`src/rtl/core/bgd_pkg.sv`:
```
// ----------------------------------------------------------------------------
// bgd_pkg
// Shared types and constants of the button gesture detector: event record,
// event kinds, configuration register indexes and reset values.
// ----------------------------------------------------------------------------
package bgd_pkg;

  // Default pin count; only the first eight pins are ever served.
  localparam int unsigned PIN_COUNT_DEF = 8;
  localparam int unsigned PIN_MAX       = 8;

  // Configuration register indexes.
  localparam logic [2:0] REG_WATCH_MASK   = 3'd0;
  localparam logic [2:0] REG_BUTTON_MASK  = 3'd1;
  localparam logic [2:0] REG_IDLE_LEVEL   = 3'd2;
  localparam logic [2:0] REG_DEBOUNCE     = 3'd3;
  localparam logic [2:0] REG_CLICK_WINDOW = 3'd4;
  localparam logic [2:0] REG_LONG_PRESS   = 3'd5;
  localparam logic [2:0] REG_REPEAT_START = 3'd6;
  localparam logic [2:0] REG_REPEAT_INTVL = 3'd7;

  // Register reset values.
  localparam logic [7:0]  IDLE_LEVEL_RST   = 8'hFF;
  localparam logic [15:0] DEBOUNCE_RST     = 16'd50;
  localparam logic [15:0] CLICK_WINDOW_RST = 16'd400;
  localparam logic [15:0] LONG_PRESS_RST   = 16'd1000;
  localparam logic [15:0] REPEAT_START_RST = 16'd2000;
  localparam logic [15:0] REPEAT_INTVL_RST = 16'd100;

  typedef enum logic [1:0] {
    EV_LEVEL  = 2'd0,
    EV_REPEAT = 2'd1,
    EV_LONG   = 2'd2,
    EV_CLICK  = 2'd3
  } bgd_kind_e;

  typedef struct packed {
    logic [2:0] pin;
    bgd_kind_e  kind;
    logic       level;
    logic [7:0] count;
  } bgd_evt_t;

  // Sequencer to output queue.
  typedef struct packed {
    logic push;
    logic flush;
  } bgd_oq_ctrl_t;

  // Output queue to sequencer.
  typedef struct packed {
    logic stall;
    logic hold_valid;
  } bgd_oq_stat_t;

  // Results of the shared subtract and compare unit.
  typedef struct packed {
    logic gt0;
    logic lt0;
    logic gt1;
    logic gt2;
  } bgd_cmp_t;

endpackage

```
`src/rtl/core/bgd_cmp_unit.sv`:
```
// ----------------------------------------------------------------------------
// bgd_cmp_unit
// Shared time unit: one wrapping 32-bit subtraction followed by compares of
// the difference against up to three 16-bit thresholds.
// ----------------------------------------------------------------------------
module bgd_cmp_unit (
  input  logic [31:0]       a_i,
  input  logic [31:0]       b_i,
  input  logic [15:0]       thr0_i,
  input  logic [15:0]       thr1_i,
  input  logic [15:0]       thr2_i,
  output bgd_pkg::bgd_cmp_t res_o
);

  logic [31:0] diff;

  assign diff      = a_i - b_i;
  assign res_o.gt0 = diff > {16'd0, thr0_i};
  assign res_o.lt0 = diff < {16'd0, thr0_i};
  assign res_o.gt1 = diff > {16'd0, thr1_i};
  assign res_o.gt2 = diff > {16'd0, thr2_i};

endmodule

```
`src/rtl/core/bgd_evt_out.sv`:
```
// ----------------------------------------------------------------------------
// bgd_evt_out
// Event output queue: a hold stage keeps the newest event until it is known
// whether another follows, then passes it to the output register with the
// last flag set accordingly.
// ----------------------------------------------------------------------------
module bgd_evt_out (
  input  logic                  clk_i,
  input  logic                  rst_ni,
  input  bgd_pkg::bgd_oq_ctrl_t ctrl_i,
  input  bgd_pkg::bgd_evt_t     evt_i,
  output bgd_pkg::bgd_oq_stat_t stat_o,
  output logic                  out_valid_o,
  input  logic                  out_ready_i,
  output bgd_pkg::bgd_evt_t     out_evt_o,
  output logic                  out_last_o
);

  bgd_pkg::bgd_evt_t hold_q, hold_d;
  logic              hold_valid_q, hold_valid_d;
  bgd_pkg::bgd_evt_t out_q, out_d;
  logic              out_last_q, out_last_d;
  logic              out_valid_q, out_valid_d;
  logic              out_free;

  assign out_free          = !out_valid_q || out_ready_i;
  assign stat_o.stall      = hold_valid_q && !out_free;
  assign stat_o.hold_valid = hold_valid_q;

  always_comb begin
    hold_d       = hold_q;
    hold_valid_d = hold_valid_q;
    out_d        = out_q;
    out_last_d   = out_last_q;
    out_valid_d  = out_valid_q && !out_ready_i;
    if (ctrl_i.push && !stat_o.stall) begin
      // A newer event exists, so the held one is not the last of the tick.
      if (hold_valid_q) begin
        out_d       = hold_q;
        out_last_d  = 1'b0;
        out_valid_d = 1'b1;
      end
      hold_d       = evt_i;
      hold_valid_d = 1'b1;
    end else if (ctrl_i.flush && hold_valid_q && out_free) begin
      out_d        = hold_q;
      out_last_d   = 1'b1;
      out_valid_d  = 1'b1;
      hold_valid_d = 1'b0;
    end
  end

  always_ff @(posedge clk_i or negedge rst_ni) begin
    if (!rst_ni) begin
      hold_valid_q <= 1'b0;
      out_valid_q  <= 1'b0;
    end else begin
      hold_valid_q <= hold_valid_d;
      out_valid_q  <= out_valid_d;
    end
  end

  always_ff @(posedge clk_i) begin
    hold_q     <= hold_d;
    out_q      <= out_d;
    out_last_q <= out_last_d;
  end

  assign out_valid_o = out_valid_q;
  assign out_evt_o   = out_q;
  assign out_last_o  = out_last_q;

endmodule

```
`src/rtl/core/button_gesture_detector_core.sv`:
```
// ----------------------------------------------------------------------------
// button_gesture_detector_core
// Debounces up to eight pins per millisecond tick and reports level changes,
// repeats, long presses and multi-clicks as a stream of events.
// ----------------------------------------------------------------------------
// Each accepted tick is worked through by a small sequencer around one shared
// 32-bit subtract and compare unit, in this order: the accepting step, the
// debounce check, sampling of each pin (only when the debounce timer has
// expired), the evaluation check, gesture evaluation of each pin (only when
// the evaluation interval has passed) and the closing step of the tick,
// which also passes on an event still held there. Events leave at most one
// per cycle through an output register while the receiver is ready, the
// final event of a tick carrying last_o, and the walk pauses while the
// output side is stalled. A tick that causes no event gives no output.
// Configuration is written through cfg_we_i, cfg_idx_i and cfg_wdata_i;
// the user must do so only while the block is idle, which the block
// itself does not enforce.
// ----------------------------------------------------------------------------
module button_gesture_detector_core #(
  parameter int unsigned PIN_COUNT = bgd_pkg::PIN_COUNT_DEF
) (
  input  logic        clk_i,
  input  logic        rst_ni,
  input  logic        cfg_we_i,
  input  logic [2:0]  cfg_idx_i,
  input  logic [15:0] cfg_wdata_i,
  input  logic        in_valid_i,
  output logic        in_ready_o,
  input  logic [31:0] now_ms_i,
  input  logic [7:0]  pin_levels_i,
  output logic        out_valid_o,
  input  logic        out_ready_i,
  output logic [2:0]  pin_index_o,
  output logic [1:0]  event_kind_o,
  output logic        level_o,
  output logic [7:0]  press_count_o,
  output logic        last_o
);

  localparam int unsigned PINS = (PIN_COUNT < bgd_pkg::PIN_MAX) ? PIN_COUNT : bgd_pkg::PIN_MAX;
  localparam int unsigned IdxW = (PINS > 1) ? $clog2(PINS) : 1;
  localparam logic [IdxW-1:0] IdxLast = IdxW'(PINS - 1);

  localparam logic [2:0] ST_IDLE  = 3'd0;
  localparam logic [2:0] ST_DEB   = 3'd1;
  localparam logic [2:0] ST_LVL   = 3'd2;
  localparam logic [2:0] ST_EVC   = 3'd3;
  localparam logic [2:0] ST_EVL   = 3'd4;
  localparam logic [2:0] ST_FLUSH = 3'd5;

  // Configuration registers.
  logic [7:0]  watch_q, button_q, idle_q;
  logic [15:0] debounce_q, click_q, long_q, rstart_q, rintvl_q;

  // Detector state.
  logic [PINS-1:0] deb_lvl_q;
  logic [PINS-1:0] pressed_q;
  logic [7:0]      tally_q [PINS];
  logic [31:0]     ptime_q [PINS];
  logic [7:0]      raw_prev_q;
  logic            pending_q;
  logic [31:0]     deb_start_q;
  logic [31:0]     last_eval_q;

  // Sequencer and latched tick.
  logic [2:0]      state_q, state_d;
  logic [IdxW-1:0] idx_q;
  logic [31:0]     now_q;
  logic [PINS-1:0] raw_q;
  logic            change_q;

  logic [PINS-1:0] watched;
  logic            in_fire;
  logic            change_now;

  logic [31:0]           cmp_b;
  logic [15:0]           cmp_thr0;
  bgd_pkg::bgd_cmp_t     cmp_res;

  bgd_pkg::bgd_oq_ctrl_t oq_ctrl;
  bgd_pkg::bgd_oq_stat_t oq_stat;
  bgd_pkg::bgd_evt_t     evt;
  bgd_pkg::bgd_evt_t     out_evt;

  // Per-pin views of the current step.
  logic       cur_raw, cur_deb, cur_idle, cur_pressed, cur_watch, cur_btn;
  logic [7:0] cur_tally;
  logic       lv_press;
  logic [7:0] lv_tally;
  logic       lv_event;
  logic [7:0] ev_tally;
  logic       ev_hit;
  bgd_pkg::bgd_kind_e ev_kind;
  logic [7:0] ev_count;

  assign watched    = watch_q[PINS-1:0];
  assign in_ready_o = (state_q == ST_IDLE);
  assign in_fire    = in_valid_i && in_ready_o;
  assign change_now = |((pin_levels_i[PINS-1:0] ^ raw_prev_q[PINS-1:0]) & watched);

  // Configuration writes.
  always_ff @(posedge clk_i or negedge rst_ni) begin
    if (!rst_ni) begin
      watch_q    <= 8'd0;
      button_q   <= 8'd0;
      idle_q     <= bgd_pkg::IDLE_LEVEL_RST;
      debounce_q <= bgd_pkg::DEBOUNCE_RST;
      click_q    <= bgd_pkg::CLICK_WINDOW_RST;
      long_q     <= bgd_pkg::LONG_PRESS_RST;
      rstart_q   <= bgd_pkg::REPEAT_START_RST;
      rintvl_q   <= bgd_pkg::REPEAT_INTVL_RST;
    end else if (cfg_we_i) begin
      case (cfg_idx_i)
        bgd_pkg::REG_WATCH_MASK:   watch_q    <= cfg_wdata_i[7:0];
        bgd_pkg::REG_BUTTON_MASK:  button_q   <= cfg_wdata_i[7:0];
        bgd_pkg::REG_IDLE_LEVEL:   idle_q     <= cfg_wdata_i[7:0];
        bgd_pkg::REG_DEBOUNCE:     debounce_q <= cfg_wdata_i;
        bgd_pkg::REG_CLICK_WINDOW: click_q    <= cfg_wdata_i;
        bgd_pkg::REG_LONG_PRESS:   long_q     <= cfg_wdata_i;
        bgd_pkg::REG_REPEAT_START: rstart_q   <= cfg_wdata_i;
        bgd_pkg::REG_REPEAT_INTVL: rintvl_q   <= cfg_wdata_i;
        default: ;
      endcase
    end
  end

  // Operand selection for the shared unit.
  always_comb begin
    case (state_q)
      ST_DEB: begin
        cmp_b    = deb_start_q;
        cmp_thr0 = debounce_q;
      end
      ST_EVC: begin
        cmp_b    = last_eval_q;
        cmp_thr0 = rintvl_q;
      end
      default: begin
        cmp_b    = ptime_q[idx_q];
        cmp_thr0 = rstart_q;
      end
    endcase
  end

  bgd_cmp_unit u_cmp (
    .a_i    (now_q),
    .b_i    (cmp_b),
    .thr0_i (cmp_thr0),
    .thr1_i (long_q),
    .thr2_i (click_q),
    .res_o  (cmp_res)
  );

  assign cur_raw     = raw_q[idx_q];
  assign cur_deb     = deb_lvl_q[idx_q];
  assign cur_idle    = idle_q[idx_q];
  assign cur_pressed = pressed_q[idx_q];
  assign cur_watch   = watched[idx_q];
  assign cur_btn     = button_q[idx_q];
  assign cur_tally   = tally_q[idx_q];

  // Sampling step of one pin.
  assign lv_event = cur_watch && (cur_raw != cur_deb);
  assign lv_press = (cur_raw != cur_idle);
  assign lv_tally = (lv_press && (cur_tally != 8'hFF)) ? cur_tally + 8'd1 : cur_tally;

  // Gesture step of one pin; the rules are exclusive, so at most one event.
  always_comb begin
    ev_tally = cur_tally;
    ev_hit   = 1'b0;
    ev_kind  = bgd_pkg::EV_REPEAT;
    ev_count = cur_tally;
    if (cmp_res.gt0) begin
      if (cur_pressed && (cur_tally == 8'd1)) begin
        ev_hit  = 1'b1;
        ev_kind = bgd_pkg::EV_REPEAT;
      end else begin
        ev_tally = 8'd0;
      end
    end
    if (cmp_res.gt1 && cmp_res.lt0 && !cur_pressed && (ev_tally == 8'd1)) begin
      ev_hit   = 1'b1;
      ev_kind  = bgd_pkg::EV_LONG;
      ev_count = ev_tally;
      ev_tally = 8'd0;
    end
    if (cmp_res.gt2 && !cur_pressed && (ev_tally != 8'd0)) begin
      ev_hit   = 1'b1;
      ev_kind  = bgd_pkg::EV_CLICK;
      ev_count = ev_tally;
      ev_tally = 8'd0;
    end
  end

  // Event assembly and queue control.
  always_comb begin
    evt.pin  = 3'(idx_q);
    oq_ctrl  = '0;
    if (state_q == ST_LVL) begin
      evt.kind     = bgd_pkg::EV_LEVEL;
      evt.level    = cur_raw;
      evt.count    = lv_tally;
      oq_ctrl.push = lv_event;
    end else begin
      evt.kind     = ev_kind;
      evt.level    = cur_deb;
      evt.count    = ev_count;
      oq_ctrl.push = (state_q == ST_EVL) && cur_watch && cur_btn && ev_hit;
    end
    oq_ctrl.flush = (state_q == ST_FLUSH);
  end

  // Sequencer.
  always_comb begin
    state_d = state_q;
    case (state_q)
      ST_IDLE:  if (in_fire) state_d = ST_DEB;
      ST_DEB: begin
        if (!change_q && pending_q && cmp_res.gt0) state_d = ST_LVL;
        else state_d = ST_EVC;
      end
      ST_LVL:   if (!oq_stat.stall && (idx_q == IdxLast)) state_d = ST_EVC;
      ST_EVC:   state_d = cmp_res.gt0 ? ST_EVL : ST_FLUSH;
      ST_EVL:   if (!oq_stat.stall && (idx_q == IdxLast)) state_d = ST_FLUSH;
      ST_FLUSH: if (!oq_stat.hold_valid) state_d = ST_IDLE;
      default:  state_d = ST_IDLE;
    endcase
  end

  always_ff @(posedge clk_i or negedge rst_ni) begin
    if (!rst_ni) begin
      state_q     <= ST_IDLE;
      idx_q       <= '0;
      change_q    <= 1'b0;
      raw_prev_q  <= bgd_pkg::IDLE_LEVEL_RST;
      pending_q   <= 1'b0;
      deb_start_q <= 32'd0;
      last_eval_q <= 32'd0;
    end else begin
      state_q <= state_d;
      if (in_fire) begin
        change_q   <= change_now;
        raw_prev_q <= pin_levels_i;
      end
      case (state_q)
        ST_DEB: begin
          idx_q <= '0;
          if (change_q) begin
            // A change restarts the timer, so no sampling in this tick.
            pending_q   <= 1'b1;
            deb_start_q <= now_q;
          end else if (pending_q && cmp_res.gt0) begin
            pending_q <= 1'b0;
          end
        end
        ST_EVC: begin
          idx_q <= '0;
          if (cmp_res.gt0) last_eval_q <= now_q;
        end
        ST_LVL, ST_EVL: begin
          if (!oq_stat.stall && (idx_q != IdxLast)) idx_q <= idx_q + 1'b1;
        end
        default: ;
      endcase
    end
  end

  // Per-pin state, written at the pin the sequencer points to.
  always_ff @(posedge clk_i or negedge rst_ni) begin
    if (!rst_ni) begin
      deb_lvl_q <= bgd_pkg::IDLE_LEVEL_RST[PINS-1:0];
      pressed_q <= '0;
      for (int i = 0; i < PINS; i++) begin
        tally_q[i] <= 8'd0;
        ptime_q[i] <= 32'd0;
      end
    end else if (!oq_stat.stall) begin
      if ((state_q == ST_LVL) && lv_event) begin
        deb_lvl_q[idx_q] <= cur_raw;
        pressed_q[idx_q] <= lv_press;
        tally_q[idx_q]   <= lv_tally;
        if (lv_press) ptime_q[idx_q] <= now_q;
      end else if ((state_q == ST_EVL) && cur_watch) begin
        tally_q[idx_q] <= ev_tally;
      end
    end
  end

  always_ff @(posedge clk_i) begin
    if (in_fire) begin
      now_q <= now_ms_i;
      raw_q <= pin_levels_i[PINS-1:0];
    end
  end

  bgd_evt_out u_out (
    .clk_i       (clk_i),
    .rst_ni      (rst_ni),
    .ctrl_i      (oq_ctrl),
    .evt_i       (evt),
    .stat_o      (oq_stat),
    .out_valid_o (out_valid_o),
    .out_ready_i (out_ready_i),
    .out_evt_o   (out_evt),
    .out_last_o  (last_o)
  );

  assign pin_index_o   = out_evt.pin;
  assign event_kind_o  = out_evt.kind;
  assign level_o       = out_evt.level;
  assign press_count_o = out_evt.count;

endmodule

```
`config.mk`:
```
export PLATFORM = sky130hd
export DESIGN_NAME = button_gesture_detector_core
export DESIGN_NICKNAME = d
export VERILOG_FILES = /design/src/rtl/core/bgd_pkg.sv /design/src/rtl/core/bgd_cmp_unit.sv /design/src/rtl/core/bgd_evt_out.sv /design/src/rtl/core/button_gesture_detector_core.sv
export SDC_FILE = /design/constraint.sdc
export NUM_CORES = 1
export LEC_CHECK = 0
export ABC_AREA = 1
export BUFFER_PORTS_ARGS = -buffer_cell sky130_fd_sc_hd__buf_2
export CORE_AREA = 2 2 313 315
export CTS_CLUSTER_SIZE = 40
export DETAILED_ROUTE_END_ITERATION = 8
export DIE_AREA = 0 0 315 317
export GPL_TIMING_DRIVEN = 0
export PLACE_DENSITY = 0.42
export SLEW_MARGIN = 20
export SYNTH_ARGS = -nofsm -noshare
export SYNTH_HDL_FRONTEND = slang
export SYNTH_SLANG_ARGS = --single-unit
```
`constraint.sdc`:
```
create_clock -name clk_i -period 7.5 [get_ports clk_i]
set_input_delay 1.5 -clock clk_i [delete_from_list [all_inputs] [get_ports clk_i]]
set_output_delay 1.5 -clock clk_i [all_outputs]
set_load 0.01 [all_outputs]
```
==> impl_metrics.py <==
metrics = {
    "status": {
        "status": "finished, final reports clean",
    },
    "die": {
        "initial_core_util_pct": 29.8,
        "die_w_um": 315,
        "dieArea_um2": 99900,
        "io_pins": 81,
        "die_h_um": 317,
        "core_um2": 96300,
        "rows": 114,
    },
    "placed_design": {
        "place_inst": 4733,
        "place.gp.congestion": 0.803,
        "dp_hpwl_um": 73700,
        "io_buffers": 80,
        "dp_slack_ps": -1100,
    },
    "clock_tree": {
        "clkSinkCount": 591,
        "clk_pin_slew_worst_paths_ps": 60,
        "numCtsBuffers": 74,
        "clock_latency_ps": 680,
        "cts_tree": "built",
        "cts_root_buffer": "clkbuf_16",
        "htreeDepth": 3,
        "cts_buffer_depth": 3,
    },
    "synthesis": {
        "synth_area_um2": 28600,
        "avgSynthCellArea_um2": 8.50,
        "synth_cells": 3370,
        "synth_top_family_by_area": "simple AND/OR/NAND/NOR gates",
        "yosys_warnings": 0,
        "synth-compound-area-share_pct": 16.3,
        "yosys.area_share.simple_pct": 18.8,
        "synth.area.mux_share_pct": 0.280,
        "synth_cell_types": 54,
        "synth_area_leaders": "dfrtp_1 (42%), nand2_1 (13%), o21ai_0 (8.6%), edfxtp_1 (7.2%), inv_1 (4.8%)",
        "synth_area_leader_cell": "dfrtp_1",
        "yosysTopAreaCellShare_pct": 41.7,
        "synth_fa_ha_area_share_pct": 3.56,
        "synth_seq_cells": 591,
        "synth_nets": 3515,
        "ys_seq_area_share_pct": 53.0,
        "synth-xor-area-share_pct": 0.795,
    },
    "drt": {
        "viasPerCell": 4.88,
        "drt-initial-drc-count": 1795,
        "ant_nets": 0,
        "drc": 0,
        "drt_wl_total_um": 100000,
        "via_count": 23800,
        "wl_per_cell_um": 20.6,
        "drtPass1Iterations": 5,
    },
    "global_route": {
        "antenna_found_initial": 2,
        "grt_max_degree": 90,
        "grt_pass1_vias": 23900,
        "grt_remaining_overflow": 0,
        "gr-usage-all-layers_pct": 20.3,
        "grt_pass1_wl_um": 153000,
    },
    "power": {
        "leakage_uw": 0.0159,
        "p_per_area_nw_per_um2": 414,
        "finalPower_uw": 14000,
        "ir_worst_vdd_v": 0.000216,
    },
    "sta": {
        "rsz0062_at_grt": "false",
        "slew-limit-headroom_pct": 44.9,
        "skew_ps": 67.3,
        "fin_ws_ps": 446,
        "tns_ps": 0,
        "finalCritPeriodShare_pct": 94.1,
        "fin_crit_ps": 7050,
        "finalSetupViolCount": 0,
        "worst_slew_pin_slew_ps": 827,
        "hold_viol_final": 0,
        "fmax_mhz": 142,
        "final_max_slew_viol_count": 0,
    },
    "critical_path": {
        "r2r-end": "u_out.hold_q[0]",
        "crit_required_ps": 7910,
        "path_max_fanout": 13,
        "start_kind": "flip-flop",
        "timing.rr.start": "idx_q[0]",
        "slowest_delay_ps": 560,
        "worstSetupPathType": "flip-flop to flip-flop",
        "slowest_stage": "a221oi_2",
        "r2r_slack_ps": 450,
        "critical_path.endpoint_type": "flip-flop",
        "cpMostUsedCell": "nand2_1",
        "arrival_ps": 7470,
        "r2r_cells": 38,
    },
    "cells_and_area": {
        "fin_cells": 4874,
        "final_core_util_pct": 35.0,
        "syn_to_final_growth_pct": 17.8,
        "antenna_cells": 0,
        "final_layout_size_suffix_gt1_share_pct": 10.7,
        "n_fill_cell": 10200,
        "finalNetCount": 3683,
    },
    "worst_hold_path": {
        "hold-path-cell-count": 0,
        "hold_start": "u_out.hold_q[7]",
        "hold_class": "flip-flop to flip-flop",
        "hold_path_end": "u_out.out_evt_o[7]",
    },
    "run": {
        "cap_violations": 0,
    },
}
[worst max-delay path by stage]
| stage | from | to | slack, ps |
|---|---|---|---|
| finish | idx_q[0] | u_out.hold_q[0] | 450 |
| global route | idx_q[1] | u_out.hold_q[6] | 30 |
| CTS | idx_q[0] | u_out.out_evt_o[3] | 10 |
| detailed placement | idx_q[2] | u_out.out_evt_o[4] | -1100 |
| global placement | rst_ni | ptime_q[40] | -7270 |
| floorplan | idx_q[2] | u_out.out_evt_o[0] | 2080 |
[cell usage after synthesis, drive strengths merged]
cell	count
o22ai	20
o21a	6
or4	1
o41ai	2
a21oi	70
o22a	1
inv	389
dfstp	45
nand4	51
o211ai	4
nor2	118
a22oi	28
xor2	25
o221ai	46
fa	1
o21bai	1
nand2	1023
a2111oi	1
nor4b	1
nand3	107
and2	1
dfrtp	477
a21o	3
o31ai	6
or2	5
nor4	1
a41oi	1
a22o	38
and3	2
mux2i	8
o2111ai	1
o21ai	531
a221oi	41
clkbuf	112
nand3b	2
xnor2	1
o311ai	1
buf	33
edfxtp	69
nor3	13
clkinv	4
ha	80
[worst max-delay path, delay by kind of cell (launching register included)]
| family | cells | cell delay, ps |
|---|---|---|
| and+or+nand+nor | 23 | 2790 |
| xor gates and xnor gates | 1 | 350 |
| adders and majority gates | 2 | 690 |
| DFF | 1 | 400 |
| AOI/OAI and AO/OA | 4 | 1080 |
| buffers and inverters | 8 | 1460 |
[cell usage in the layout, fill, tap and decap left out, types with 15 or more instances in the layout]
master     count
dfrtp_1      476
o21ai_1       33
a22oi_1       28
buf_2         97
clkbuf_1     102
clkinv_2      17
ha_1          76
nor2_1       114
clkbuf_8      15
o22ai_1       20
inv_1        369
xor2_1        20
nand2_1     1007
a21oi_1       69
clkbuf_16     74
nand3_1      100
edfxtp_1      69
o221ai_1      45
dfstp_2       45
a22o_1        38
nand4_1       50
a221oi_1      37
inv_2         15
o21ai_0      494
[metrics by stage]
step | area [um^2] | hold WS (ps)
floorplan | 28600 | 400
global placement | 30600 | 402
detailed placement | 30800 | 405
CTS | 33500 | 417
global route | 33700 | 422
finish | 33700 | 416
[per-layer routing]
layer | share of wire [%] | up-vias | track usage, %
li1 | - | 11600 | -
met1 | 48 | 11600 | 28.8
met2 | 45 | 488 | 32.3
met3 | 4.1 | 126 | 2.79
met4 | 2.6 | 0 | 6.01
met5 | 0 | - | 0
[state kept, by name, summed over array words and instances (netlist names), 8 cells and up]
register,count
debounce_q,16
watch_q,8
tally_q,64
last_eval_q,32
rstart_q,16
long_q,16
deb_lvl_q,8
rintvl_q,16
deb_start_q,32
ptime_q,256
raw_q,8
raw_prev_q,8
u_out.hold_q,14
u_out.out_evt_o,14
idle_q,8
pressed_q,8
button_q,8
now_q,32
click_q,16
[what timing repair did]
action | in CTS | in global routing
hold buffers | 0 | 0
gates resized for setup | 28 | 62
endpoints found under the hold margin | 0 | 0
setup buffers | 2 | 4
pin swaps | 0 | 2
endpoints found under the setup margin | 129 | 96
[where the power goes]
part           switching, uW  total (uW)  internal [uW]
clock                   1560        3790           2240
combinational           4110        6020           1910
sequential               312        4150           3840
total                   5980       14000           7990
[layout make-up]
cell class / instances / area (um^2) / share of cell area [%]
clock inverters: 36 / 492 / 1.46
multi-input cells: 2241 / 11500 / 34.2
inverters: 393 / 1500 / 4.45
repair buffers: 93 / 653 / 1.94
clock buffers: 100 / 2100 / 6.22
flip-flops and latches: 591 / 15200 / 45.0
plain buffers: 144 / 652 / 1.93
well taps: 1276 / 1600 / 4.73
[cell families (layout without fill, tap and decap cells)]
family / after synthesis / count (layout)
AOI/OAI and AO/OA: 801 / 801
muxes: 8 / 8
and+or+nand+nor: 1325 / 1325
xor gates and xnor gates: 26 / 26
buffers and inverters: 538 / 766
adders and majority gates: 81 / 81
DFF: 591 / 591
Power figures use the tool's default switching activity.
